<file path="config.mk">
export PLATFORM = sky130hd
export DESIGN_NAME = ugli_div
export DESIGN_NICKNAME = d
export VERILOG_FILES = /design/src/rtl/ugli_pkg.sv /design/src/rtl/ugli_div.sv
export SDC_FILE = /design/constraint.sdc
export NUM_CORES = 1
export LEC_CHECK = 0
export ABC_AREA = 1
export BUFFER_PORTS_ARGS = -buffer_cell sky130_fd_sc_hd__buf_4
export CAP_MARGIN = 0
export CORE_ASPECT_RATIO = 0.7
export CORE_MARGIN = 2
export CORE_UTILIZATION = 51
export DETAILED_ROUTE_END_ITERATION = 6
export GPL_ROUTABILITY_DRIVEN = 0
export GPL_TIMING_DRIVEN = 0
export MAX_ROUTING_LAYER = met4
export PLACE_DENSITY = 0.74
export REMOVE_ABC_BUFFERS = 1
export SETUP_SLACK_MARGIN = 0.1
export SYNTH_ARGS = -nofsm -noshare
export SYNTH_HDL_FRONTEND = slang
export SYNTH_SLANG_ARGS = --single-unit
</file>
<file path="constraint.sdc">
create_clock -name clock -period 4.05 [get_ports clock]
set_input_delay 0.6075 -clock clock [delete_from_list [all_inputs] [get_ports clock]]
set_output_delay 0.6075 -clock clock [all_outputs]
set_load 0.05 [all_outputs]
</file>
<file path="src/rtl/ugli_pkg.sv">
`timescale 1ns / 1ps
// ----------------------------------------------------------------------------
// ugli_pkg: shared types and constants for the uniform grid interpolator
// Action, status and register codes, FSM states and divider widths.
// ----------------------------------------------------------------------------
package ugli_pkg;

   localparam int DEPTH_DEFAULT = 256;

   // action codes
   localparam logic [1:0] ACT_APPEND = 2'd0;
   localparam logic [1:0] ACT_EVAL   = 2'd1;
   localparam logic [1:0] ACT_CLEAR  = 2'd2;

   // status codes
   localparam logic [1:0] STAT_OK    = 2'd0;
   localparam logic [1:0] STAT_EMPTY = 2'd1;
   localparam logic [1:0] STAT_FULL  = 2'd2;

   // register indexes
   localparam int CSR_INDEX_W = 1;
   localparam logic [CSR_INDEX_W-1:0] CSR_X_ORIGIN = 1'b0;
   localparam logic [CSR_INDEX_W-1:0] CSR_STEP     = 1'b1;

   // divider: {|d|, 16'b0} / step
   localparam int DIV_NUM_W = 49;
   localparam int DIV_DEN_W = 31;
   localparam int DIV_CNT_W = $clog2(DIV_NUM_W);

   typedef struct packed {
      logic                 done;
      logic [DIV_NUM_W-1:0] quotient;
      logic                 rem_nz;
   } div_result_type;

   typedef enum logic [3:0] {
      ST_IDLE,
      ST_START,
      ST_DIV,
      ST_ADJ,
      ST_CLAMP,
      ST_READ_A,
      ST_READ_B,
      ST_DIFF,
      ST_MUL,
      ST_SUM,
      ST_DONE
   } state_type;

endpackage

</file>
<file path="src/rtl/ugli_div.sv">
`timescale 1ns / 1ps
// ----------------------------------------------------------------------------
// ugli_div: radix-2 restoring divider
// One quotient bit per cycle; quotient and remainder flag hold until restart.
// ----------------------------------------------------------------------------
module ugli_div (
   input  logic                          clock,
   input  logic                          reset,
   input  logic                          start,
   input  logic [ugli_pkg::DIV_NUM_W-1:0] dividend,
   input  logic [ugli_pkg::DIV_DEN_W-1:0] divisor,
   output ugli_pkg::div_result_type      result
);
   import ugli_pkg::*;

   localparam logic [DIV_CNT_W-1:0] LastCnt = DIV_CNT_W'(DIV_NUM_W - 1);

   logic                 busy_ff, busy_in;
   logic                 done_ff, done_in;
   logic [DIV_CNT_W-1:0] cnt_ff, cnt_in;
   logic [DIV_NUM_W-1:0] quo_ff, quo_in;
   logic [DIV_DEN_W-1:0] rem_ff, rem_in;
   logic [DIV_DEN_W-1:0] den_ff, den_in;

   logic [DIV_DEN_W:0]   shifted;
   logic [DIV_DEN_W+1:0] trial;
   logic                 ge;

   assign shifted = {rem_ff, quo_ff[DIV_NUM_W-1]};
   assign trial   = {1'b0, shifted} - {2'b00, den_ff};
   assign ge      = ~trial[DIV_DEN_W+1];

   always_comb begin
      busy_in = busy_ff;
      done_in = 1'b0;
      cnt_in  = cnt_ff;
      quo_in  = quo_ff;
      rem_in  = rem_ff;
      den_in  = den_ff;
      if (start) begin
         busy_in = 1'b1;
         cnt_in  = LastCnt;
         quo_in  = dividend;
         rem_in  = '0;
         den_in  = divisor;
      end else if (busy_ff) begin
         quo_in = {quo_ff[DIV_NUM_W-2:0], ge};
         rem_in = ge ? trial[DIV_DEN_W-1:0] : shifted[DIV_DEN_W-1:0];
         cnt_in = cnt_ff - 1'b1;
         if (cnt_ff == '0) begin
            busy_in = 1'b0;
            done_in = 1'b1;
         end
      end
   end

   always_ff @(posedge clock) begin
      if (reset) begin
         busy_ff <= 1'b0;
         done_ff <= 1'b0;
         cnt_ff  <= '0;
      end else begin
         busy_ff <= busy_in;
         done_ff <= done_in;
         cnt_ff  <= cnt_in;
      end
      quo_ff <= quo_in;
      rem_ff <= rem_in;
      den_ff <= den_in;
   end

   assign result.done     = done_ff;
   assign result.quotient = quo_ff;
   assign result.rem_nz   = (rem_ff != '0);

endmodule

</file>
==> flow_summary.rst, run 1 <==
.. list-table::
   :header-rows: 1

   * - Metric
     - Value
   * - Detailed placer's ending HPWL
     - 13,800 um
   * - Final layout net count
     - 1,312
   * - Final Hold Vio Count
     - 0
   * - Post-synthesis mux area share
     - 0%
   * - Cell type group with the largest total delay on the critical path
     - simple AND/OR/NAND/NOR gates
   * - Gate count of the mapped netlist
     - 1,068
   * - Worst setup path startpoint
     - den_ff[18]$_DFFE_PP_
   * - CP arrival
     - 3450 ps
   * - Total power
     - 3720 uW
   * - Initial Util
     - 51.6%
   * - Library cell contributing the largest single delay on the critical path
     - a21oi_4
   * - Slowest Stage Delay on Critical Path
     - 850 ps
   * - DRT Wirelength
     - 19,300 um
   * - Core Box Area
     - 14,500 um^2
   * - Initial DRC count
     - 533
   * - Maximum ir drop on the vdd rail
     - 0.303 mV
   * - First-pass GRT wire length
     - 31,400 um
   * - Antenna Violating Nets Remaining
     - 0
   * - Transition time of the tightest slew-check pin
     - 1060 ps
   * - Diodes inserted
     - 0
   * - Congestion Overflow GR
     - 0
   * - Synthesized-area fraction occupied by adder cells
     - 5.77%
   * - Cell chain of the critical path
     - inv_1, ha_1, nand2_1, inv_1, nand2_1, nand2_1, nand2_1, nand2_1, a21oi_4, nand2_4, nand3_1, nand3_1, nand2_1
   * - Number of buffers added to fix hold violations after cts
     - 0
   * - CTS Sinks
     - 119
   * - Area growth from synthesis to layout
     - 23.4%
   * - Critical path peak fanout
     - 33
   * - Critical path launch point type
     - register
   * - Storage cell area
     - 3180 um^2
   * - CTS Buffer Depth
     - 2
   * - Worst min-delay path class
     - input port to register
   * - Maximum Capacitance Violations
     - 0
   * - Clock-pin slew on the worst setup and hold paths
     - 70 ps
   * - Post-synthesis register bit count
     - 119
   * - Share of layout cells above drive strength 1
     - 15.8%
   * - Top-area cell type share of the netlist area
     - 32.0%
   * - Unrepaired setup endpoints after global routing
     - false
   * - End-of-flow core utilization
     - 63.7%
   * - Number of levels the H-tree was split into
     - 4
   * - Num ports
     - 134
   * - Most used cell along the critical path
     - nand2_1
   * - CTS Root Buffer Type
     - clkbuf_16
   * - Class of the most critical setup path
     - register to register
   * - Hold Slack
     - 352 ps
   * - Number of pins with negative max-slew slack in the final report
     - 0
   * - Leading cell types in the layout, fill and taps excluded
     - 457 x nand2_1, 185 x inv_1, 133 x buf_4, 87 x nand3_1, 80 x edfxtp_1
   * - Setup TNS Final
     - 0 ps
   * - Row count
     - 37
   * - Multi-input combinational cell area
     - 3430 um^2
   * - Most common library cell in the layout ignoring fill and taps
     - nand2_1
   * - Final critical path time including I/O delays and setup
     - 3090 ps
   * - Quantity of gates resized following cts
     - 0
   * - CTS tree
     - built
   * - Drt wl/cell
     - 13.7 um
   * - Most area-consuming cells after synthesis
     - edfxtp_1 32%, nand2_1 23%, dfxtp_1 10%
   * - Chip Height
     - 106 um
   * - Data required time at the worst endpoint
     - 4420 ps
   * - Initial antenna violation count
     - 0
   * - Largest family of logic cells by synthesized area
     - simple AND/OR/NAND/NOR gates
   * - Clock buffers created by TritonCTS
     - 17
   * - Buf+Inv Stages, Crit Path
     - 2
   * - Vias in the first global route
     - 6,467
   * - Final routed DRC violation total
     - 0
   * - Critical register-to-register path startpoint
     - den_ff[18]$_DFFE_PP_
   * - Cell type contributing the most total cell area after synthesis
     - edfxtp_1
   * - Areal power density over the cells
     - 401 nW/um^2
   * - Seq/Total Area, Yosys
     - 42.4%
   * - Setup violators final
     - 0
   * - Area fraction in and, or, nand and nor cells after synthesis
     - 35.4%
   * - Synthesized-area fraction occupied by ao, oa, aoi and oai cells
     - 2.82%
   * - Source-to-sink clock delay at the later pin of the worst-skew pair
     - 430 ps
   * - Outcome
     - completed
   * - Largest net degree at the start of global routing
     - 84
   * - Syn Area/Cell
     - 7.03 um^2
   * - Part of the cycle the worst path needs
     - 76.2%
   * - Headroom to the max-slew limit
     - 29.2%
   * - Kind of end point of the critical path
     - register
   * - Summed instance area of the synthesized netlist
     - 7510 um^2
   * - Leak
     - 0.00498 uW
   * - Yosys cell types
     - 37
   * - Floorplan die area
     - 15,700 um^2
   * - Setup clock skew after layout
     - 12.1 ps
   * - FMAX
     - 324 MHz
   * - Cell Count, Final, Fillers Out
     - 1,403
   * - Number of warnings reported in the yosys synthesis log
     - 0
   * - Xor-xnor portion of the synthesized cell area
     - 1.63%
   * - Vias per cell
     - 4.95
   * - Post-CTS setup-driven buffer insertion count
     - 0
   * - Total global-route track usage
     - 26.3%
   * - First-pass DRT Iterations
     - 6
   * - Total of fill cells in the finished design
     - 1,350
   * - Worst Hold Launch
     - divisor[23]
   * - Placed cells
     - 1,371
   * - Chip Width
     - 149 um
   * - Total number of vias
     - 6,943
   * - Number of port buffers
     - 133
report_power, final:
part	total, uW	switching, uW	leakage (uW)	internal, uW
Sequential	1450	45.3	0.00112	1400
Clock	1640	645	0.000303	995
Combinational	628	423	0.00356	205
cells in the mapped netlist:
master      n
a211oi_1    2
a21o_1      1
a21oi_1    16
a21oi_4     1
a31oi_1     2
and2_4      2
buf_1       1
buf_2       3
buf_4       2
buf_6       5
clkbuf_1   16
clkinv_1    6
dfxtp_1    39
edfxtp_1   80
fa_1        1
ha_1       33
inv_1     186
inv_2       7
nand2_1   457
nand2_2     2
nand2_4     2
nand3_1    87
nand3b_1   13
nand4_1    12
nor2_1     46
nor2_2      4
nor2_4      1
nor3_1      2
nor3_2      2
nor3b_1     1
nor4_1      4
o21ai_0     2
o21ai_1    14
or2_1       1
or2_2       1
xnor2_1    12
xor2_1      2
cell type report:
type                    count  area share [%]
multi-input cells         723            37.0
repair buffers            135            11.2
flip-flops and latches    119            34.4
inverters                 199            8.06
well taps                 195            2.63
clock buffers              17            4.59
clock inverters            15            2.19
metrics by stage:
| stage | worst slack [ps] | cell area, um^2 |
|---|---|---|
| 2_1_floorplan | 1360 | 7360 |
| 6_report | 963 | 9270 |
| 4_1_cts | 1010 | 9270 |
| 3_5_place_dp | 1050 | 8640 |
| 5_1_grt | 667 | 9270 |
| 3_3_place_gp | 3.50 | 8600 |
state kept, by name, summed over array words and instances (netlist names):
signal	count
done_ff	1
quo_ff	49
cnt_ff	6
busy_ff	1
rem_ff	31
den_ff	31
cells by family after synthesis:
| kind of cell | Yosys count |
|---|---|
| AO/OA/AOI/OAI | 38 |
| XOR/XNOR | 14 |
| adder cells (fa/ha/maj) | 34 |
| AND/OR/NAND/NOR | 637 |
| flip-flops | 119 |
| buffers and inverters | 226 |
per-layer routing:
metal  global-route usage [%]  wire length (um)  vias to the layer above  share of wire (%)
li1                         -                 -                     3567                  -
met1                     37.4              9130                     3096                 47
met2                     38.3              8190                      254                 43
met3                     6.28              1730                       26                9.0
met4                     5.44               209                        0                1.1
met5                        -                 0                        -                  0
path summary, 6_finish.rpt:
kind,to,slack (ps),cells after the start
worst max-delay path,rem_ff[22]$_SDFFE_PP0P_,960,13
worst min-delay path,den_ff[23]$_DFFE_PP_,350,1
worst max register to register,rem_ff[22]$_SDFFE_PP0P_,960,13
worst min register to register,cnt_ff[0]$_SDFFE_PP0P_,470,2
No activity file was read; power rests on OpenSTA's default activity.
==> run 2, diff against run 1 <==
- clock period: 4.05 -> 2.9 ns (I/O delays scaled with it)
==> flow_summary.rst, run 2 (synthesis results as in run 1) <==
.. list-table::
   :header-rows: 1

   * - Metric
     - Value
   * - Initial antenna violation count
     - 0 (unchanged)
   * - Initial DRC count
     - 580 (was 533)
   * - Leading cell types in the layout, fill and taps excluded
     - 457 x nand2_1, 185 x inv_1, 135 x buf_4, 87 x nand3_1, 80 x edfxtp_1 (was 457 x nand2_1, 185 x inv_1, 133 x buf_4, 87 x nand3_1, 80 x edfxtp_1)
   * - Number of pins with negative max-slew slack in the final report
     - 0 (unchanged)
   * - Largest registers ranked by flip-flop count
     - quo_ff: 49 flops, den_ff: 31 flops, rem_ff: 31 flops (unchanged)
   * - Total number of vias
     - 7,025 (was 6,943)
   * - First-pass DRT Iterations
     - 6 (unchanged)
   * - Final non-filler cell area
     - 9380 um^2 (was 9270 um^2)
   * - Setup clock skew after layout
     - 13.2 ps (was 12.1 ps)
   * - CTS tree
     - built (unchanged)
   * - Worst Hold End
     - den_ff[23]$_DFFE_PP_ (unchanged)
   * - Hold Path Stages
     - 1 (unchanged)
   * - Class of the most critical setup path
     - register to register (unchanged)
   * - Outcome
     - completed (unchanged)
   * - Chip Height
     - 106 um (unchanged)
   * - DRT Wirelength
     - 19,800 um (was 19,300 um)
   * - Met3 track demand over resource
     - 7.10% (was 6.28%)
   * - Maximum ir drop on the vdd rail
     - 0.423 mV (was 0.303 mV)
   * - Total global-route track usage
     - 26.7% (was 26.3%)
   * - Worst min-delay path class
     - input port to register (unchanged)
   * - Final layout net count
     - 1,319 (was 1,312)
   * - Worst Hold Launch
     - divisor[23] (unchanged)
   * - Kind of end point of the critical path
     - register (unchanged)
   * - Diodes inserted
     - 0 (unchanged)
   * - Drt wl/cell
     - 14.1 um (was 13.7 um)
   * - Initial Util
     - 51.6% (unchanged)
   * - Number of levels the H-tree was split into
     - 4 (unchanged)
   * - Register with the most flip-flops
     - quo_ff (unchanged)
   * - Num ports
     - 134 (unchanged)
   * - Setup violators final
     - 0 (unchanged)
   * - Area growth from synthesis to layout
     - 24.9% (was 23.4%)
   * - Maximum Capacitance Violations
     - 0 (unchanged)
   * - Total power
     - 5190 uW (was 3720 uW)
   * - Critical path launch point type
     - register (unchanged)
   * - Part of the cycle the worst path needs
     - 89.0% (was 76.2%)
   * - Number of buffers added to fix hold violations after cts
     - 0 (unchanged)
   * - Final critical path time including I/O delays and setup
     - 2580 ps (was 3090 ps)
   * - CTS Root Buffer Type
     - clkbuf_16 (unchanged)
   * - Detailed placer's ending HPWL
     - 13,800 um (unchanged)
   * - Vias in the first global route
     - 6,513 (was 6,467)
   * - Number of port buffers
     - 133 (unchanged)
   * - Cell Count, Final, Fillers Out
     - 1,410 (was 1,403)
   * - Leak
     - 0.00503 uW (was 0.00498 uW)
   * - Source-to-sink clock delay at the later pin of the worst-skew pair
     - 420 ps (was 430 ps)
   * - Critical path peak fanout
     - 17 (was 33)
   * - Number of flip-flops in the largest register
     - 49 (unchanged)
   * - Hold Slack
     - 184 ps (was 352 ps)
   * - Met2 demand-to-capacity share in global routing
     - 38.8% (was 38.3%)
   * - Clock buffers created by TritonCTS
     - 17 (unchanged)
   * - CTS Sinks
     - 119 (unchanged)
   * - Met1 Use GR
     - 37.6% (was 37.4%)
   * - Areal power density over the cells
     - 553 nW/um^2 (was 401 nW/um^2)
   * - Transition time of the tightest slew-check pin
     - 942 ps (was 1060 ps)
   * - Share of layout cells above drive strength 1
     - 16.3% (was 15.8%)
   * - Headroom to the max-slew limit
     - 37.2% (was 29.2%)
   * - Placed cells
     - 1,371 (unchanged)
   * - Chip Width
     - 149 um (unchanged)
   * - Row count
     - 37 (unchanged)
   * - Congestion Overflow GR
     - 0 (unchanged)
   * - Most common library cell in the layout ignoring fill and taps
     - nand2_1 (unchanged)
   * - FMAX
     - 388 MHz (was 324 MHz)
   * - Critical register-to-register path startpoint
     - quo_ff[48]$_DFFE_PP_ (was den_ff[18]$_DFFE_PP_)
   * - Unrepaired setup endpoints after global routing
     - false (unchanged)
   * - Antenna Violating Nets Remaining
     - 0 (unchanged)
   * - Flop2flop setup slack
     - 320 ps (was 960 ps)
   * - Capturing point of the worst reg2reg path
     - rem_ff[22]$_SDFFE_PP0P_ (unchanged)
   * - Largest net degree at the start of global routing
     - 84 (unchanged)
   * - R2r worst-path depth
     - 15 (was 13)
   * - Total cell area at the placement stage
     - 8640 um^2 (unchanged)
   * - CTS Buffer Depth
     - 2 (unchanged)
   * - Most heavily used metal layer in global routing
     - met2 (unchanged)
   * - Core Box Area
     - 14,500 um^2 (unchanged)
   * - Vias per cell
     - 4.98 (was 4.95)
   * - Data required time at the worst endpoint
     - 3210 ps (was 4420 ps)
   * - Final routed DRC violation total
     - 0 (unchanged)
   * - Floorplan die area
     - 15,700 um^2 (unchanged)
   * - First-pass GRT wire length
     - 31,800 um (was 31,400 um)
   * - Final Hold Vio Count
     - 0 (unchanged)
   * - Clock-pin slew on the worst setup and hold paths
     - 70 ps (about the same)
   * - CP arrival
     - 2890 ps (was 3450 ps)
## run 2: cell count changes in the layout (fill, tap and decap cells not counted)
cell     change
buf_12       +2
buf_4        +2
nand2_8      +2
a21oi_4      +1
## run 2: through the flow
step / setup slack [ps] / util, % / setup TNS, ps
after global routing: 108 / 64.5 / 0
after detailed placement: -99.8 / 59.4 / -326
after floorplan: 213 / - / 0
final: 320 / 64.5 / 0
after CTS: 115 / 63.9 / 0
after global placement: -974 / 59.2 / -61640
## run 2: worst max-delay path by stage
| stage | start | end | slack, ps | cells after the start |
|---|---|---|---|---|
| after CTS | quo_ff[48]$_DFFE_PP_ | rem_ff[22]$_SDFFE_PP0P_ | 110 | 15 |
| after detailed placement | den_ff[18]$_DFFE_PP_ | rem_ff[22]$_SDFFE_PP0P_ | -100 | 13 |
| final | quo_ff[48]$_DFFE_PP_ | rem_ff[22]$_SDFFE_PP0P_ | 320 | 15 |
| after global routing | quo_ff[48]$_DFFE_PP_ | rem_ff[22]$_SDFFE_PP0P_ | 110 | 15 |
| after global placement | start | quo_ff[46]$_DFFE_PP_ | -970 | 3 |
| after floorplan | quo_ff[48]$_DFFE_PP_ | rem_ff[7]$_SDFFE_PP0P_ | 210 | 15 |
## run 2: worst max-delay path, stage by stage (launching register included)
cell	delay, ps
edfxtp_1	350
inv_1	70
ha_1	230
fa_1	430
inv_1	120
nand2_1	70
nand2_1	60
nand3b_1	80
nand2_1	120
nand2_1	80
nand2_2	200
nand2_8	170
nand2_8	190
nand3_1	150
nand3_1	100
nand2_1	60
## run 2: power breakdown
| part | switching (uW) | total, uW | internal, uW |
|---|---|---|---|
| combinational | 595 | 881 | 286 |
| sequential | 63.4 | 2020 | 1960 |
| clock | 896 | 2290 | 1390 |
| total | 1550 | 5190 | 3640 |
## run 2: area by class of cell
cell class	count	area [um^2]
fill	1335	5160
sequential	119	3180
clock buffer	17	425
multi-input combinational	726	3490
tap	195	244
clock inverter	15	203
timing repair buffer	139	1090
inverter	199	747
## run 2: per-layer routing
layer	vias to the layer above	wire [um]
met4	0	193
met3	21	1830
met2	284	8440
li1	3582	-
met5	-	0
met1	3138	9390
## run 2: timing repair
action	4_1_cts	5_1_grt
pin swaps	1	3
gates resized for setup	1	2
endpoints found under the setup margin	31	31
gates cloned	1	2
buffers inserted	0	4
==> run 3, diff against run 2 <==
- CORE_UTILIZATION: 51 -> 45
- PLACE_DENSITY: 0.74 -> 0.67
==> flow_summary.rst, run 3 (synthesis results as in run 1) <==
.. list-table::
   :header-rows: 1

   * - Metric
     - Value
   * - Number of levels the H-tree was split into
     - 4 (unchanged)
   * - Clock-pin slew on the worst setup and hold paths
     - 60 ps (was 70 ps)
   * - Met3 wire length
     - 1720 um (was 1830 um)
   * - Core Box Area
     - 16,300 um^2 (was 14,500 um^2)
   * - Number of pins with negative max-slew slack in the final report
     - 0 (unchanged)
   * - Worst min-delay path class
     - input port to register (unchanged)
   * - Number of port buffers
     - 133 (unchanged)
   * - Critical path launch point type
     - register (unchanged)
   * - Total internal power
     - 3450 uW (was 3640 uW)
   * - Final layout net count
     - 1,319 (unchanged)
   * - Share of power burned in the clock network
     - 40.9% (was 44.0%)
   * - Highest metal layer with signal wires
     - met4 (unchanged)
   * - Floorplan die area
     - 17,700 um^2 (was 15,700 um^2)
   * - Kind of end point of the critical path
     - register (unchanged)
   * - Source-to-sink clock delay at the later pin of the worst-skew pair
     - 430 ps (was 420 ps)
   * - Num ports
     - 134 (unchanged)
   * - Outcome
     - completed (unchanged)
   * - Part of the cycle the worst path needs
     - 89.7% (was 89.0%)
   * - Diodes inserted
     - 0 (unchanged)
   * - Headroom to the max-slew limit
     - 33.3% (was 37.2%)
   * - Total power
     - 4920 uW (was 5190 uW)
   * - Data required time at the worst endpoint
     - 3210 ps (about the same)
   * - DRT Wirelength
     - 20,000 um (was 19,800 um)
   * - Area growth from synthesis to layout
     - 24.5% (was 24.9%)
   * - Met2 WL post-DR
     - 8200 um (was 8440 um)
   * - Vias in the first global route
     - 6,355 (was 6,513)
   * - Number of flip-flops in the largest register
     - 49 (unchanged)
   * - Unrepaired setup endpoints after global routing
     - false (unchanged)
   * - CTS tree
     - built (unchanged)
   * - Areal power density over the cells
     - 526 nW/um^2 (was 553 nW/um^2)
   * - Share of layout cells above drive strength 1
     - 16.2% (was 16.3%)
   * - Total global-route track usage
     - 23.8% (was 26.7%)
   * - Detailed placer's ending HPWL
     - 14,100 um (was 13,800 um)
   * - First-pass DRT Iterations
     - 5 (was 6)
   * - Largest net degree at the start of global routing
     - 84 (unchanged)
   * - Most common library cell in the layout ignoring fill and taps
     - nand2_1 (unchanged)
   * - Final Hold Vio Count
     - 0 (unchanged)
   * - Vias per cell
     - 4.83 (was 4.98)
   * - CP arrival
     - 2920 ps (was 2890 ps)
   * - CTS Sinks
     - 119 (unchanged)
   * - Net Switching
     - 1470 uW (was 1550 uW)
   * - Transition time of the tightest slew-check pin
     - 1000 ps (was 942 ps)
   * - Clock buffers created by TritonCTS
     - 17 (unchanged)
   * - CTS Buffer Depth
     - 2 (unchanged)
   * - Flop2flop setup slack
     - 300 ps (was 320 ps)
   * - Antenna Violating Nets Remaining
     - 0 (unchanged)
   * - Critical path peak fanout
     - 35 (was 17)
   * - CTS Root Buffer Type
     - clkbuf_16 (unchanged)
   * - FMAX
     - 384 MHz (was 388 MHz)
   * - Total number of vias
     - 6,959 (was 7,025)
   * - Part of the power in registers
     - 41.2% (was 39.0%)
   * - Comb pwr share
     - 17.9% (was 17.0%)
   * - Leading cell types in the layout, fill and taps excluded
     - 457 x nand2_1, 185 x inv_1, 136 x buf_4, 87 x nand3_1, 80 x edfxtp_1 (was 457 x nand2_1, 185 x inv_1, 135 x buf_4, 87 x nand3_1, 80 x edfxtp_1)
   * - Final routed DRC violation total
     - 0 (unchanged)
   * - Maximum Capacitance Violations
     - 0 (unchanged)
   * - Chip Width
     - 158 um (was 149 um)
   * - Drt wl/cell
     - 13.9 um (was 14.1 um)
   * - Setup clock skew after layout
     - 14.6 ps (was 13.2 ps)
   * - Initial Util
     - 46.1% (was 51.6%)
   * - First-pass GRT wire length
     - 31,700 um (was 31,800 um)
   * - Post-placement setup slack
     - -63.5 ps (was -99.8 ps)
   * - Fraction of power spent switching nets
     - 29.9% (about the same)
   * - Class of the most critical setup path
     - register to register (unchanged)
   * - Congestion Overflow GR
     - 0 (unchanged)
   * - Setup violators final
     - 0 (unchanged)
   * - Initial DRC count
     - 698 (was 580)
   * - Register with the most flip-flops
     - quo_ff (unchanged)
   * - Post-route met1 wirelength
     - 9930 um (was 9390 um)
   * - Initial antenna violation count
     - 0 (unchanged)
   * - Final critical path time including I/O delays and setup
     - 2600 ps (was 2580 ps)
   * - Row count
     - 39 (was 37)
   * - Total of fill cells in the finished design
     - 1,587 (was 1,335)
   * - Min setup slack post-route
     - 298 ps (was 320 ps)
   * - Number of buffers added to fix hold violations after cts
     - 0 (unchanged)
   * - Maximum ir drop on the vdd rail
     - 0.484 mV (was 0.423 mV)
   * - Largest registers ranked by flip-flop count
     - quo_ff: 49 flops, den_ff: 31 flops, rem_ff: 31 flops (unchanged)
   * - Chip Height
     - 112 um (was 106 um)
   * - Leak
     - 0.00498 uW (was 0.00503 uW)
-- run 3: worst paths after layout --
kind	startpoint	to	depth (start not counted)
worst min register to register	cnt_ff[0]$_SDFFE_PP0P_	cnt_ff[0]$_SDFFE_PP0P_	2
worst min-delay path	divisor[18]	den_ff[18]$_DFFE_PP_	1
worst max-delay path	quo_ff[48]$_DFFE_PP_	rem_ff[25]$_SDFFE_PP0P_	15
worst max register to register	quo_ff[48]$_DFFE_PP_	rem_ff[25]$_SDFFE_PP0P_	15
-- run 3: final cells by class --
class,instances,area [um^2],area share (%)
Inverter,199,747,7.99
Multi-Input combinational cell,726,3500,37.4
Tap cell,225,282,3.01
Sequential cell,119,3180,34.0
Clock buffer,18,439,4.70
Timing Repair Buffer,139,1080,11.5
Clock inverter,14,126,1.35
-- run 3: worst max-delay path, cell delays in order (launching register included) --
cell      delay, ps
edfxtp_1        350
inv_1            60
ha_1            220
fa_1            420
inv_1           110
nand2_1          70
nand2_1          60
nand3b_1         70
nand2_1         120
nand2_1          80
nand2_2         180
nand2_8         230
nand2_8         200
nand3_1         160
nand2_1          90
nand2_1          40
-- run 3: routing by layer --
metal | up-vias | track usage, %
met5 | - | -
met4 | 0 | 5.65
met3 | 18 | 5.79
met2 | 252 | 32.9
met1 | 3100 | 35.0
li1 | 3589 | -
-- run 3: repair_timing --
action | CTS | global route
cloned | 1 | 2
buffers inserted | 0 | 4
resized for setup | 1 | 3
setup endpoints to repair | 31 | 31
pin swaps | 1 | 3
-- run 3: power groups by stage --
stage               logic [uW]  registers [uW]  clock network, uW
finish                     880            2030               2010
global route               952            2040               2120
CTS                        882            2030               2050
detailed placement         880            2050                  0
global placement           861            2060                  0
floorplan                  290            2310                  0
-- run 3: metrics by stage --
stage          cell area [um^2]  setup TNS, ps  std cells  hold WS, ps  utilization [%]
2_1_floorplan              7360              0       1041          439                -
3_3_place_gp               8640         -69150       1399          452             53.0
3_5_place_dp               8670           -315       1401          460             53.2
4_1_cts                    9260              0       1434          160             56.8
5_1_grt                    9350              0       1440          164             57.4
6_report                   9350              0       1440          178             57.4
